==> src/hw/rtl/i2cbe_pkg.sv <==
// Package for the I2C master bit engine: engine state type, step codes and
// command codes. Used by the step logic and the top level; depends on nothing.
package i2cbe_pkg;

	// Sequencer steps. A step ending in _F is a closing tick.
	typedef enum logic [4:0] {
		S_IDLE = 5'd0,
		S_ST_A = 5'd1,
		S_ST_F = 5'd2,
		S_SP_A = 5'd3,
		S_SP_F = 5'd4,
		S_WR_A = 5'd5,
		S_WR_B = 5'd6,
		S_WR_F = 5'd7,
		S_RD_A = 5'd8,
		S_RD_B = 5'd9,
		S_AK_A = 5'd10,
		S_AK_B = 5'd11,
		S_AK_C = 5'd12,
		S_AK_F = 5'd13,
		S_CK_A = 5'd14,
		S_CK_B = 5'd15,
		S_CK_C = 5'd16,
		S_CK_F = 5'd17
	} step_t;

	// Bus commands.
	typedef enum logic [2:0] {
		OP_START = 3'd0,
		OP_STOP  = 3'd1,
		OP_WRITE = 3'd2,
		OP_READ  = 3'd3,
		OP_CHECK = 3'd4,
		OP_ACK   = 3'd5,
		OP_NACK  = 3'd6
	} op_t;

	localparam logic [2:0]  OP_LAST       = 3'd6;
	localparam logic [15:0] HALF_RESET    = 16'd100;
	localparam logic [3:0]  BITS_PER_BYTE = 4'd8;

	// Complete engine state carried from one tick to the next.
	typedef struct packed {
		step_t       step;
		logic [2:0]  cmd;
		logic [15:0] dly;
		logic [3:0]  bitc;
		logic [7:0]  shreg;
		logic        ack;
		logic        send_ack;
		logic        scl;
		logic        sda;
		logic [7:0]  rd_held;
	} eng_state_t;

	// One tick as seen by the engine.
	typedef struct packed {
		logic       command_valid;
		logic [2:0] operation;
		logic [7:0] write_byte;
		logic       ack_after_read;
		logic       sda_sample;
	} tick_t;

endpackage

==> src/hw/rtl/i2cbe_in_if.sv <==
// Input channel of the I2C master bit engine: one beat per bus tick.
// Plain valid/ready handshake; no package dependency.
interface i2cbe_in_if;
	logic       valid;
	logic       ready;
	logic       command_valid;
	logic [2:0] operation;
	logic [7:0] write_byte;
	logic       ack_after_read;
	logic       sda_sample;

	modport source (output valid, command_valid, operation, write_byte,
		ack_after_read, sda_sample, input ready);
	modport sink (input valid, command_valid, operation, write_byte,
		ack_after_read, sda_sample, output ready);
endinterface

==> src/hw/rtl/i2cbe_out_if.sv <==
// Result channel of the I2C master bit engine: one beat per bus tick.
// Plain valid/ready handshake; no package dependency.
interface i2cbe_out_if;
	logic       valid;
	logic       ready;
	logic       scl_level;
	logic       sda_level;
	logic       busy_res;
	logic       done_res;
	logic [7:0] read_data;
	logic       ack_status;

	modport source (output valid, scl_level, sda_level, busy_res, done_res,
		read_data, ack_status, input ready);
	modport sink (input valid, scl_level, sda_level, busy_res, done_res,
		read_data, ack_status, output ready);
endinterface

==> src/hw/rtl/i2cbe_step.sv <==
// Next-state logic of the I2C master bit engine for one bus tick.
// Depends on i2cbe_pkg for the state struct, step and command codes.
module i2cbe_step (
	input  i2cbe_pkg::eng_state_t cur,
	input  i2cbe_pkg::tick_t      tick,
	input  logic [15:0]           half_ticks,
	output i2cbe_pkg::eng_state_t nxt,
	output logic                  done
);
	import i2cbe_pkg::*;

	logic fin;

	always_comb begin
		nxt  = cur;
		done = 1'b0;
		fin  = 1'b0;

		// Command launch, only from idle.
		if (cur.step == S_IDLE && tick.command_valid && tick.operation <= OP_LAST) begin
			nxt.cmd  = tick.operation;
			nxt.dly  = '0;
			nxt.bitc = '0;
			unique case (op_t'(tick.operation))
				OP_START: nxt.step = S_ST_A;
				OP_STOP:  nxt.step = S_SP_A;
				OP_WRITE: begin
					nxt.shreg = tick.write_byte;
					nxt.step  = S_WR_A;
				end
				OP_READ: begin
					nxt.shreg    = '0;
					nxt.send_ack = tick.ack_after_read;
					nxt.step     = S_RD_A;
				end
				OP_CHECK: nxt.step = S_CK_A;
				OP_ACK: begin
					nxt.send_ack = 1'b1;
					nxt.step     = S_AK_A;
				end
				default: begin
					nxt.send_ack = 1'b0;
					nxt.step     = S_AK_A;
				end
			endcase
		end

		if (nxt.step != S_IDLE) begin
			// Phase start: apply the pin writes on the first tick.
			if (nxt.dly == '0) begin
				unique case (nxt.step)
					S_ST_A: begin
						nxt.sda = 1'b1;
						nxt.scl = 1'b1;
					end
					S_ST_F: begin
						nxt.sda = 1'b0;
						nxt.scl = 1'b0;
						fin     = 1'b1;
					end
					S_SP_A: begin
						nxt.sda = 1'b0;
						nxt.scl = 1'b1;
					end
					S_SP_F: begin
						nxt.sda = 1'b1;
						fin     = 1'b1;
					end
					S_WR_A: begin
						if (nxt.bitc != '0) nxt.scl = 1'b0;
						nxt.sda = nxt.shreg[7];
					end
					S_WR_B: nxt.scl = 1'b1;
					S_WR_F: begin
						nxt.scl = 1'b0;
						nxt.sda = 1'b1;
						fin     = 1'b1;
					end
					S_RD_A: nxt.scl = 1'b1;
					S_RD_B: nxt.scl = 1'b0;
					S_AK_A: nxt.sda = ~nxt.send_ack;
					S_AK_B: nxt.scl = 1'b1;
					S_AK_C: nxt.scl = 1'b0;
					S_AK_F: begin
						if (nxt.send_ack) nxt.sda = 1'b1;
						if (nxt.cmd == OP_READ) nxt.rd_held = nxt.shreg;
						fin = 1'b1;
					end
					S_CK_A: nxt.sda = 1'b1;
					S_CK_B: nxt.scl = 1'b1;
					S_CK_C: nxt.scl = 1'b0;
					default: fin = 1'b1;
				endcase
				if (fin) begin
					done     = 1'b1;
					nxt.step = S_IDLE;
				end else begin
					nxt.dly = (half_ticks != '0) ? half_ticks : 16'd1;
				end
			end

			// Count down the phase and move on at its end.
			if (!fin) begin
				nxt.dly = nxt.dly - 16'd1;
				if (nxt.dly == '0) begin
					unique case (nxt.step)
						S_ST_A: nxt.step = S_ST_F;
						S_SP_A: nxt.step = S_SP_F;
						S_WR_A: nxt.step = S_WR_B;
						S_WR_B: begin
							nxt.shreg = {nxt.shreg[6:0], 1'b0};
							nxt.bitc  = nxt.bitc + 4'd1;
							nxt.step  = (nxt.bitc >= BITS_PER_BYTE) ? S_WR_F : S_WR_A;
						end
						S_RD_A: begin
							nxt.shreg = {nxt.shreg[6:0], tick.sda_sample};
							nxt.step  = S_RD_B;
						end
						S_RD_B: begin
							nxt.bitc = nxt.bitc + 4'd1;
							nxt.step = (nxt.bitc >= BITS_PER_BYTE) ? S_AK_A : S_RD_A;
						end
						S_AK_A: nxt.step = S_AK_B;
						S_AK_B: nxt.step = S_AK_C;
						S_AK_C: nxt.step = S_AK_F;
						S_CK_A: nxt.step = S_CK_B;
						S_CK_B: begin
							nxt.ack  = tick.sda_sample;
							nxt.step = S_CK_C;
						end
						S_CK_C: nxt.step = S_CK_F;
						default: nxt.step = S_IDLE;
					endcase
				end
			end
		end
	end

endmodule

==> src/hw/rtl/i2c_master_bit_engine_unit.sv <==
// I2C master bit engine, top level: input register, step logic, result register.
// Depends on i2cbe_pkg, i2cbe_in_if, i2cbe_out_if and i2cbe_step.
//
// Usage: every beat on the tick channel is one bus tick. It carries the sampled
// SDA level and, when command_valid is high, a command (start, stop, write byte,
// read byte with ACK or NACK, check ACK, send ACK, send NACK). A command offered
// while the engine is busy is dropped; the source watches busy_res and done_res.
// Every tick beat yields exactly one result beat with the SCL/SDA drives, busy,
// the one-beat done pulse, the last read byte and the last ACK sample.
// A tick beat passes the input register, step logic and result register in turn;
// one tick beat is taken in every cycle unless the sink stalls. cfg_we writes the
// half-period length (ticks per bus delay) from cfg_wdata. The user must write it
// only while no command is running; the block does not enforce this. A value
// of zero acts as one. Reset: engine idle, both lines released, half period 100,
// read byte and ACK status zero, both pipeline registers empty.
// When the result sink stalls, the result register holds and the tick register
// fills; ready on the tick channel drops only when both are full.
module i2c_master_bit_engine_unit (
	input  logic        clk,
	input  logic        arst_n,
	i2cbe_in_if.sink    tick,
	i2cbe_out_if.source res,
	input  logic        cfg_we,
	input  logic [15:0] cfg_wdata
);
	import i2cbe_pkg::*;

	logic [15:0] half_ticks_q;
	logic        valid_s1;
	tick_t       tick_s1;
	eng_state_t  eng_q;
	eng_state_t  eng_nxt;
	logic        done_nxt;
	logic        out_valid_q;
	logic        s1_adv;

	// Configuration register.
	always_ff @(posedge clk or negedge arst_n) begin
		if (!arst_n) begin
			half_ticks_q <= HALF_RESET;
		end else if (cfg_we) begin
			half_ticks_q <= cfg_wdata;
		end
	end

	// Handshake: the stage advances when the result register is free or draining.
	assign s1_adv     = valid_s1 && (!out_valid_q || res.ready);
	assign tick.ready = !valid_s1 || s1_adv;

	// Input register.
	always_ff @(posedge clk or negedge arst_n) begin
		if (!arst_n) begin
			valid_s1 <= 1'b0;
		end else if (tick.ready) begin
			valid_s1 <= tick.valid;
		end
	end

	always_ff @(posedge clk) begin
		if (tick.valid && tick.ready) begin
			tick_s1.command_valid  <= tick.command_valid;
			tick_s1.operation      <= tick.operation;
			tick_s1.write_byte     <= tick.write_byte;
			tick_s1.ack_after_read <= tick.ack_after_read;
			tick_s1.sda_sample     <= tick.sda_sample;
		end
	end

	i2cbe_step u_step (
		.cur        (eng_q),
		.tick       (tick_s1),
		.half_ticks (half_ticks_q),
		.nxt        (eng_nxt),
		.done       (done_nxt)
	);

	// Engine state, updated once per advanced tick.
	always_ff @(posedge clk or negedge arst_n) begin
		if (!arst_n) begin
			eng_q.step     <= S_IDLE;
			eng_q.cmd      <= '0;
			eng_q.dly      <= '0;
			eng_q.bitc     <= '0;
			eng_q.shreg    <= '0;
			eng_q.ack      <= 1'b0;
			eng_q.send_ack <= 1'b0;
			eng_q.scl      <= 1'b1;
			eng_q.sda      <= 1'b1;
			eng_q.rd_held  <= '0;
		end else if (s1_adv) begin
			eng_q <= eng_nxt;
		end
	end

	// Result register.
	always_ff @(posedge clk or negedge arst_n) begin
		if (!arst_n) begin
			out_valid_q <= 1'b0;
		end else if (!out_valid_q || res.ready) begin
			out_valid_q <= valid_s1;
		end
	end

	always_ff @(posedge clk) begin
		if (s1_adv) begin
			res.scl_level  <= eng_nxt.scl;
			res.sda_level  <= eng_nxt.sda;
			res.busy_res   <= (eng_nxt.step != S_IDLE);
			res.done_res   <= done_nxt;
			res.read_data  <= eng_nxt.rd_held;
			res.ack_status <= eng_nxt.ack;
		end
	end

	assign res.valid = out_valid_q;

endmodule

==> src/flat_wrapper.sv <==
// flat-port wrapper written by rule: the top's interface ports become plain ports
module i2c_master_bit_engine_unit_flat import i2cbe_pkg::*;
  (clk, arst_n, cfg_we, cfg_wdata, tick_valid, tick_command_valid, tick_operation, tick_write_byte, tick_ack_after_read, tick_sda_sample, tick_ready, res_valid, res_scl_level, res_sda_level, res_busy_res, res_done_res, res_read_data, res_ack_status, res_ready);
  i2cbe_in_if tick_i ();
  i2cbe_out_if res_i ();
  input  logic clk;
  input  logic arst_n;
  input  logic cfg_we;
  input  logic [15:0] cfg_wdata;
  input wire logic [$bits(tick_i.valid)-1:0] tick_valid;
  input wire logic [$bits(tick_i.command_valid)-1:0] tick_command_valid;
  input wire logic [$bits(tick_i.operation)-1:0] tick_operation;
  input wire logic [$bits(tick_i.write_byte)-1:0] tick_write_byte;
  input wire logic [$bits(tick_i.ack_after_read)-1:0] tick_ack_after_read;
  input wire logic [$bits(tick_i.sda_sample)-1:0] tick_sda_sample;
  output wire logic [$bits(tick_i.ready)-1:0] tick_ready;
  output wire logic [$bits(res_i.valid)-1:0] res_valid;
  output wire logic [$bits(res_i.scl_level)-1:0] res_scl_level;
  output wire logic [$bits(res_i.sda_level)-1:0] res_sda_level;
  output wire logic [$bits(res_i.busy_res)-1:0] res_busy_res;
  output wire logic [$bits(res_i.done_res)-1:0] res_done_res;
  output wire logic [$bits(res_i.read_data)-1:0] res_read_data;
  output wire logic [$bits(res_i.ack_status)-1:0] res_ack_status;
  input wire logic [$bits(res_i.ready)-1:0] res_ready;
  assign tick_i.valid = tick_valid;
  assign tick_i.command_valid = tick_command_valid;
  assign tick_i.operation = tick_operation;
  assign tick_i.write_byte = tick_write_byte;
  assign tick_i.ack_after_read = tick_ack_after_read;
  assign tick_i.sda_sample = tick_sda_sample;
  assign tick_ready = tick_i.ready;
  assign res_valid = res_i.valid;
  assign res_scl_level = res_i.scl_level;
  assign res_sda_level = res_i.sda_level;
  assign res_busy_res = res_i.busy_res;
  assign res_done_res = res_i.done_res;
  assign res_read_data = res_i.read_data;
  assign res_ack_status = res_i.ack_status;
  assign res_i.ready = res_ready;
  i2c_master_bit_engine_unit u_core (.clk(clk), .arst_n(arst_n), .tick(tick_i), .res(res_i), .cfg_we(cfg_we), .cfg_wdata(cfg_wdata));
endmodule
==> config.mk <==
export PLATFORM = sky130hd
export DESIGN_NAME = i2c_master_bit_engine_unit_flat
export DESIGN_NICKNAME = d
export VERILOG_FILES = /design/src/hw/rtl/i2cbe_pkg.sv /design/src/hw/rtl/i2cbe_in_if.sv /design/src/hw/rtl/i2cbe_out_if.sv /design/src/hw/rtl/i2cbe_step.sv /design/src/hw/rtl/i2c_master_bit_engine_unit.sv /design/src/flat_wrapper.sv
export SDC_FILE = /design/constraint.sdc
export NUM_CORES = 1
export LEC_CHECK = 0
export BUFFER_PORTS_ARGS = -buffer_cell sky130_fd_sc_hd__buf_2
export CAP_MARGIN = 20
export CORE_ASPECT_RATIO = 0.7
export CORE_MARGIN = 5
export CORE_UTILIZATION = 55
export CTS_BUF_LIST = sky130_fd_sc_hd__clkbuf_16
export CTS_CLUSTER_SIZE = 14
export DETAILED_ROUTE_END_ITERATION = 12
export MAX_ROUTING_LAYER = met4
export PLACE_DENSITY_LB_ADDON = 0.25
export REMOVE_ABC_BUFFERS = 1
export SLEW_MARGIN = 20
export SYNTH_ARGS = -nofsm -noshare
export SYNTH_HDL_FRONTEND = slang
export SYNTH_SLANG_ARGS = --single-unit
==> constraint.sdc <==
create_clock -name clk -period 9.05 [get_ports clk]
set_input_delay 2.2625 -clock clk [delete_from_list [all_inputs] [get_ports clk]]
set_output_delay 2.2625 -clock clk [all_outputs]
set_load 0.03 [all_outputs]
Word level (Yosys, flattened, before mapping)
Cells that the tools add are included.
- register bits after elaboration: 93
- bits in latches: 0
- RAM bits: 0
- memory bits (read-only): 0
- bits of input ports: 35
- output and inout bits: 15
- logic and storage cells: 125
- memories: 0
- add/sub/neg operators: 2
- multipliers: 0
- divide/modulo/power cells: 0
- $lt $le $gt $ge: 2
- eq/ne operators: 34
- shifts and indexed selects: 0
- muxes and demuxes: 38
- bitwise logic cells: 1
- reduce and logical (&&, ||, !) cells: 24
- operators by type and width (kind ; count):
    == test 5 x 4 -> 1 bit, second input constant ; 15
    two-way mux 16 bit ; 4
    one-hot mux 5 bit (12 select lines) ; 1
    two-way mux 29 bit ; 2
    two-way mux 36 bit ; 1
    logical NOT 16 bit ; 2
    one-hot mux 8 bit (2 select lines) ; 2
    == test 5 x 3 -> 1 bit, second input constant ; 6
    two-way mux 5 bit ; 6
    two-way mux 10 bit ; 2
    one-hot mux 4 bit (5 select lines) ; 1
    two-way mux 8 bit ; 2
    nonzero test 16 bit ; 1
    subtractor 16 x 1 -> 16 bit, second input constant ; 1
    == test 5 x 2 -> 1 bit, second input constant ; 3
    two-way mux 13 bit ; 1
    OR reduction 12 bit ; 1
    == test 5 x 1 -> 1 bit, second input constant ; 2
    == test 5 bit, second input constant ; 2
    two-way mux 1 bit ; 10
    nonzero test 5 bit ; 2
    == test 3 x 2 -> 1 bit, second input constant ; 3
    OR reduction 4 bit ; 2
    == test 3 bit, second input constant ; 2
    19 further kinds ; 27

Depth between registers and ports, before layout
- depth in word-level cells: 18
- gate-level depth with buffers: 22
- gate-level depth less buffers: 17

Modules after synthesis
A second synthesis with hierarchy kept.
- cell total of the unflattened synthesis: 592
- area total of the unflattened synthesis: 5851.9 sq um
- by module, submodules not included (module ; times used ; cells an instance ; area each (sq um) ; seq. area each (sq um)):
    i2c_master_bit_engine_unit ; 1 ; 174 ; 3333.2 ; 2468.6
    i2cbe_step ; 1 ; 418 ; 2518.7 ; 0.0

Worst setup path before layout
Ideal clock, no wire load.
- kind: reg-to-reg
- start: register u_core.eng_q[47] (netlist name)
- end: register u_core.res.ack_status (data pin)
- setup time: 0.260 ns
- arrival time: 4.714 ns
- required time: 8.790 ns
- slack: 4.076 ns
- cell stages (with the launch flop): 19
- path buffers: 3
- period minus slack after synthesis: 4.974 ns
- cells stage by stage: dfrtp_1 buf_2 or4b_4 a211oi_2 a2111oi_0 a21oi_1 clkbuf_1 a21oi_1 a22oi_1 ha_1 clkbuf_1 inv_1 a21o_1 a311o_1 a22o_1 or4_1 and4bb_4 nand2_2 mux2_4
- RTL lines (what ; RTL line ; source):
    start: declaration ; i2c_master_bit_engine_unit.sv:31 ; eng_state_t eng_q;
    start signal: assignment ; i2c_master_bit_engine_unit.sv:91 ; eng_q <= eng_nxt;
    end signal: assignment ; i2c_master_bit_engine_unit.sv:111 ; res.ack_status <= eng_nxt.ack;
    end: declaration ; i2cbe_out_if.sv:14 ; read_data, ack_status, input ready);

Worst setup path after layout
- start: register u_core.tick_s1[10] (netlist name)
- end: register u_core.eng_q[11] (netlist name)
- longest elaborated chain between the ends: 16
- elaborated cells between the ends (all ways): 42
- classes of those cells: 1 x add/sub; 1 x order compare; 17 x eq/ne; 17 x mux; 6 x reduce/logical
- ends and longest elaborated chain (what ; RTL line ; source):
    start: declaration ; i2c_master_bit_engine_unit.sv:30 ; tick_t tick_s1;
    == test 3 bit (tied with other cells) ; i2cbe_step.sv:24 ; unique case (op_t'(tick.operation))
    one-hot mux 4 bit (5 select lines) / logical AND 1 bit (equally long branches) ; i2cbe_step.sv:24, i2cbe_step.sv:20 ;
    two-way mux 36 bit * ; i2cbe_step.sv:20 ; if (cur.step == S_IDLE && tick.command_valid && tick.operation <= OP_LAST) begin
    == test 5 x 4 -> 1 bit (tied with other cells) ; i2cbe_step.sv:51 ; unique case (nxt.step)
    OR reduction 12 bit (no source line) ; - ;
    two-way mux 1 bit ; i2cbe_step.sv:51 ;
    two-way mux 1 bit ; i2cbe_step.sv:50 ; if (nxt.dly == '0) begin
    two-way mux 1 bit ; i2cbe_step.sv:48 ; if (nxt.step != S_IDLE) begin
    two-way mux 16 bit / two-way mux 5 bit (equally long branches) ; i2cbe_step.sv:94 ; if (fin) begin
    two-way mux 16 bit / two-way mux 5 bit (equally long branches) ; i2cbe_step.sv:50 ;
    two-way mux 16 bit / two-way mux 5 bit (equally long branches) ; i2cbe_step.sv:48 ;
    subtractor 16 x 1 -> 16 bit / == test 5 x 4 -> 1 bit (equally long branches) ; i2cbe_step.sv:104, i2cbe_step.sv:106 ;
    logical NOT 16 bit / two-way mux 1 bit (equally long branches) ; i2cbe_step.sv:105, i2cbe_step.sv:106 ;
    two-way mux 13 bit ; i2cbe_step.sv:105 ; if (nxt.dly == '0) begin
    two-way mux 29 bit ; i2cbe_step.sv:103 ; if (!fin) begin
    two-way mux 29 bit * ; i2cbe_step.sv:48 ;
Every way passes the cells marked *; elsewhere a longest branch is shown, timed or not. The select of a mux whose other input is x is not followed.
A chain may end at the register's enable or synchronous reset.

==> reports/summary.md <==
The minimum clock period after layout was 6.09 ns. Cells with a size suffix above 1 make up 19.5% of the layout. By area the synthesized netlist is led by dfrtp_1, edfxtp_1, mux2_2. The repair_antennas step left the layout with diodes totalling 0. Net switching is 47.1% of the power. The post-CTS repair timing setup buffer count is 0, and the post-route non-filler standard cell count is 844.

At the pin with the least slew margin, the transition time is 0.901 ns. The areal power density over the cells was 309 nW/um^2; the post-synthesis async set-or-reset flop share was 71.0%. The path with the worst hold slack has its endpoint at u_core.eng_q[9]. The final estimated routing congestion in global placement was 1.01; the number of storage elements in the synthesis netlist was 93.

Registers are responsible for 31.3% of the overall power. In this run the worst path has a maximum fanout of 45. For this run, the detailed router's first-pass iteration total came to 5. Fmax: 0.164 GHz. The internal power of the cells totals 1.08 mW.

The depth of the most critical reg-to-reg path is 15. Biggest area consumer among synthesized cells: dfrtp_1. Wires add up to 17.1 mm. In this run the remaining antenna-violating nets after routing total 0. The H-tree was split into 3 levels.

For this run, the leading register cell type out of synthesis is dfrtp_1. The count of port buffers added during placement was 49. In this run, CTS created clock tree buffers numbering 9. Setup violations remaining at the end of the flow were counted as 0.

The mean number of vias per cell was 6.54. The tools report the site row count as 32. The area taken by flip-flops and latches was 2470 um^2. The net switching component of the power came out at 961 uW. Including well taps, the total number of placed cells is 828. The floorplan step set the die height to 97.5 um.

The logs give 87 for the distinct cell type count after synthesis and 0 for the number of hold buffers added after cts. The die extent in x works out to 135 um. The wire-length estimate of the detail-placed layout is 12.0 mm. The post-synth design cell area is 6010 um^2.

The initial antenna violation count came out at 0. For the worst setup path, the data arrival time is 6.33 ns. The source of the worst hold timing path was u_core.eng_q[9]. Compared with the post-synthesis result, the final layout area differs by 9.93%. Along the worst hold path, the cell count comes to 2. For the total count of max-transition violations in the final report, the log shows 0. The initial utilization of the core area, before any placement, comes to 55.4%. Gates resized during post-CTS repair numbered 0. The maximum resistive drop on vdd was 0.133 mV; the total overflow reported by the global router was 0. In the synthesized netlist, the number of instances is 663. Count of yosys warnings during synthesis: 0. Total area of multi-input combinational cells: 3300 um^2. Core area: 10900 um^2. STA classifies the critical path startpoint as a flop. Number of remaining DRC errors: 0.

The final hold violation count is 0, and the boundary pin count is 50. The number of global-route vias before repair came out at 5139. Capturing point of the worst reg2reg path: u_core.eng_q[11].

The proportion of synthesized chip area in sequential cells is 41.1%, and the number of nets in the final layout is 725. The detailed router placed 5523 vias in this run. The run finished with clean final reports. Setup repair after global routing left no endpoint under its margin.

Critical path endpoint category: a flop. Routed length per placed instance: 20.2 um. Total global routing track utilization: 26.8%.

The final standard cell utilization of the core was 60.9%. TritonCTS built the clock tree. Clock-pin slew was measured on the worst setup and hold paths at 0.07 ns. In this run, synthesis inferred 27 flip-flops with an integrated enable. Largest net degree at the start of global routing: 67.

At the placement stage, the worst setup path has a slack of 3.18 ns. Counting the fill cells in the layout gives 936. The post-layout worst setup margin was 2.96 ns; the number of maximum-capacitance violations was 0. The number of DRC markers in iteration 0 is 531. In this run the static leakage power is 2.67 nW. The first global-routing pass estimated 27.5 mm of wire. The share of total power dissipated in combinational logic is 49.6%.

The class of the worst hold path is flop to flop. For this design, the sink count on the clock tree is 93. For the final setup TNS, the log shows 0 ns. The run gives 0.465 ns as the final hold slack. CTS placed an instance of clkbuf_16 at the clock tree root. Kind of critical path: flop to flop. The relative slew slack is 39.0%. Startpoint of the worst-slack reg-to-reg timing path: u_core.tick_s1[10].

The tools report the number of buffers on the longest clock path as 2. Of the post-synthesis cell area, the dominant cell type holds 25.4%. The die covers 13200 um^2. The tools report the final setup skew as 0.00930 ns.

The tools report the worst endpoint required time as 9.29 ns. In the finished design, the share of the clock period the worst path needs comes to 67.3%. The run gives 19.1% as the clock network power share. The run gives 2.96 ns as the slack of the worst reg-to-reg path. The clock network latency to the later pin of the worst-skew pair is 0.35 ns, and the post-synthesis average cell area is 9.07 um^2.
[cell type report]
class | count | share of cell area (%)
multi-input cells | 513 | 49.9
flip-flops and latches | 93 | 37.3
repair buffers | 55 | 4.39
clock buffers | 9 | 3.41
well taps | 153 | 2.90
clock inverters | 7 | 1.31
inverters | 14 | 0.795
[layer usage]
metal	wire, um	share of wire (%)	vias up	GRT usage, %
met1	8440	49	2652	42.1
met3	1600	9.4	22	6.88
met2	6850	40	286	34.8
met4	167	0.98	0	4.57
li1	-	-	2563	-
met5	0	0	-	-
[layout by cell type, fill, tap and decap left out, types with 7 or more instances in the layout]
cell       Yosys  final
nand2_1       83     83
dfrtp_1       61     61
nor2_1        55     55
buf_2          6     49
a21oi_1       47     47
o21ai_0       43     43
mux2_2        28     28
edfxtp_1      27     27
nor3_1        16     16
inv_1         13     13
nand3_1       13     13
nor3b_1       12     12
o211ai_1      12     12
nor4_1         9      9
and3_1         9      9
o21ai_1        9      9
and2_1         9      9
or3_1          9      9
clkbuf_16      0      9
a21boi_0       8      8
a41o_1         8      8
nand2b_1       7      7
o221ai_1       7      7
a211oi_1       7      7
a31oi_1        8      7
[kinds of logic (layout without fill, tap and decap cells)]
kind of cell / after synthesis / in the layout / synth area share, %
AND/OR/NAND/NOR: 255 / 255 / 21.8
AO/OA/AOI/OAI: 216 / 216 / 25.2
flip-flops: 93 / 93 / 41.1
buffers and inverters: 57 / 85 / 4.24
multiplexers: 32 / 32 / 5.99
XOR/XNOR: 6 / 6 / 0.874
adder cells (fa/ha/maj): 4 / 4 / 0.832
[flip-flops by register name, summed over array words and instances (netlist names), 8 cells and up]
signal                flops
u_core.tick_s1           14
u_core.res.read_data      8
u_core.half_ticks_q      16
u_core.eng_q             48
[cells in the mapped netlist, types with 8 or more instances]
cell type,instances
a41o_1,8
mux2_2,28
nand2_1,83
inv_1,13
a31oi_1,8
a21oi_1,47
nor2_1,55
o21ai_0,43
edfxtp_1,27
nor3_1,16
or3_1,9
dfrtp_1,61
clkbuf_1,29
nor4_1,9
o21ai_1,9
o211ai_1,12
nand3_1,13
and3_1,9
and2_1,9
nor3b_1,12
a21boi_0,8
[worst max path at each step]
stage                                   from  slack (ns)                   to  depth (start not counted)
after global routing        u_core.eng_q[47]        2.56     u_core.eng_q[11]                         16
after floorplan             u_core.eng_q[47]        3.90  u_core.res.busy_res                         14
final                     u_core.tick_s1[10]        2.96     u_core.eng_q[11]                         15
after CTS                 u_core.tick_s1[10]        3.13  u_core.res.busy_res                         15
after global placement    u_core.tick_s1[10]        3.31  u_core.res.busy_res                         15
after detailed placement  u_core.tick_s1[10]        3.18  u_core.res.busy_res                         15
[power groups by stage]
stage,logic (mW),registers (mW),clock network (mW)
finish,1.01,0.639,0.390
global route,1.10,0.652,0.417
CTS,0.973,0.633,0.398
detailed placement,0.967,0.641,0
global placement,0.958,0.637,0
floorplan,0.687,0.634,0
[critical path, cell delays in order, from the launching register on]
cell and delay (ns):
edfxtp_1 0.82, nand3_1 0.19, nand3_1 0.12, buf_4 0.42
o41a_1 0.85, a21oi_1 0.28, a22oi_1 0.29, ha_1 0.35
inv_1 0.14, a21o_1 0.27, a311o_1 0.38, a22o_1 0.23
nor4_1 0.34, and4_1 0.71, nand3_1 0.23, mux2_2 0.32
[through the flow]
step	power (mW)	instance area, um^2
detailed placement	1.61	6290
CTS	2.00	6600
floorplan	1.32	5810
global placement	1.59	6290
finish	2.04	6610
global route	2.17	6610
Note: power is estimated with default switching activity, not from simulation.
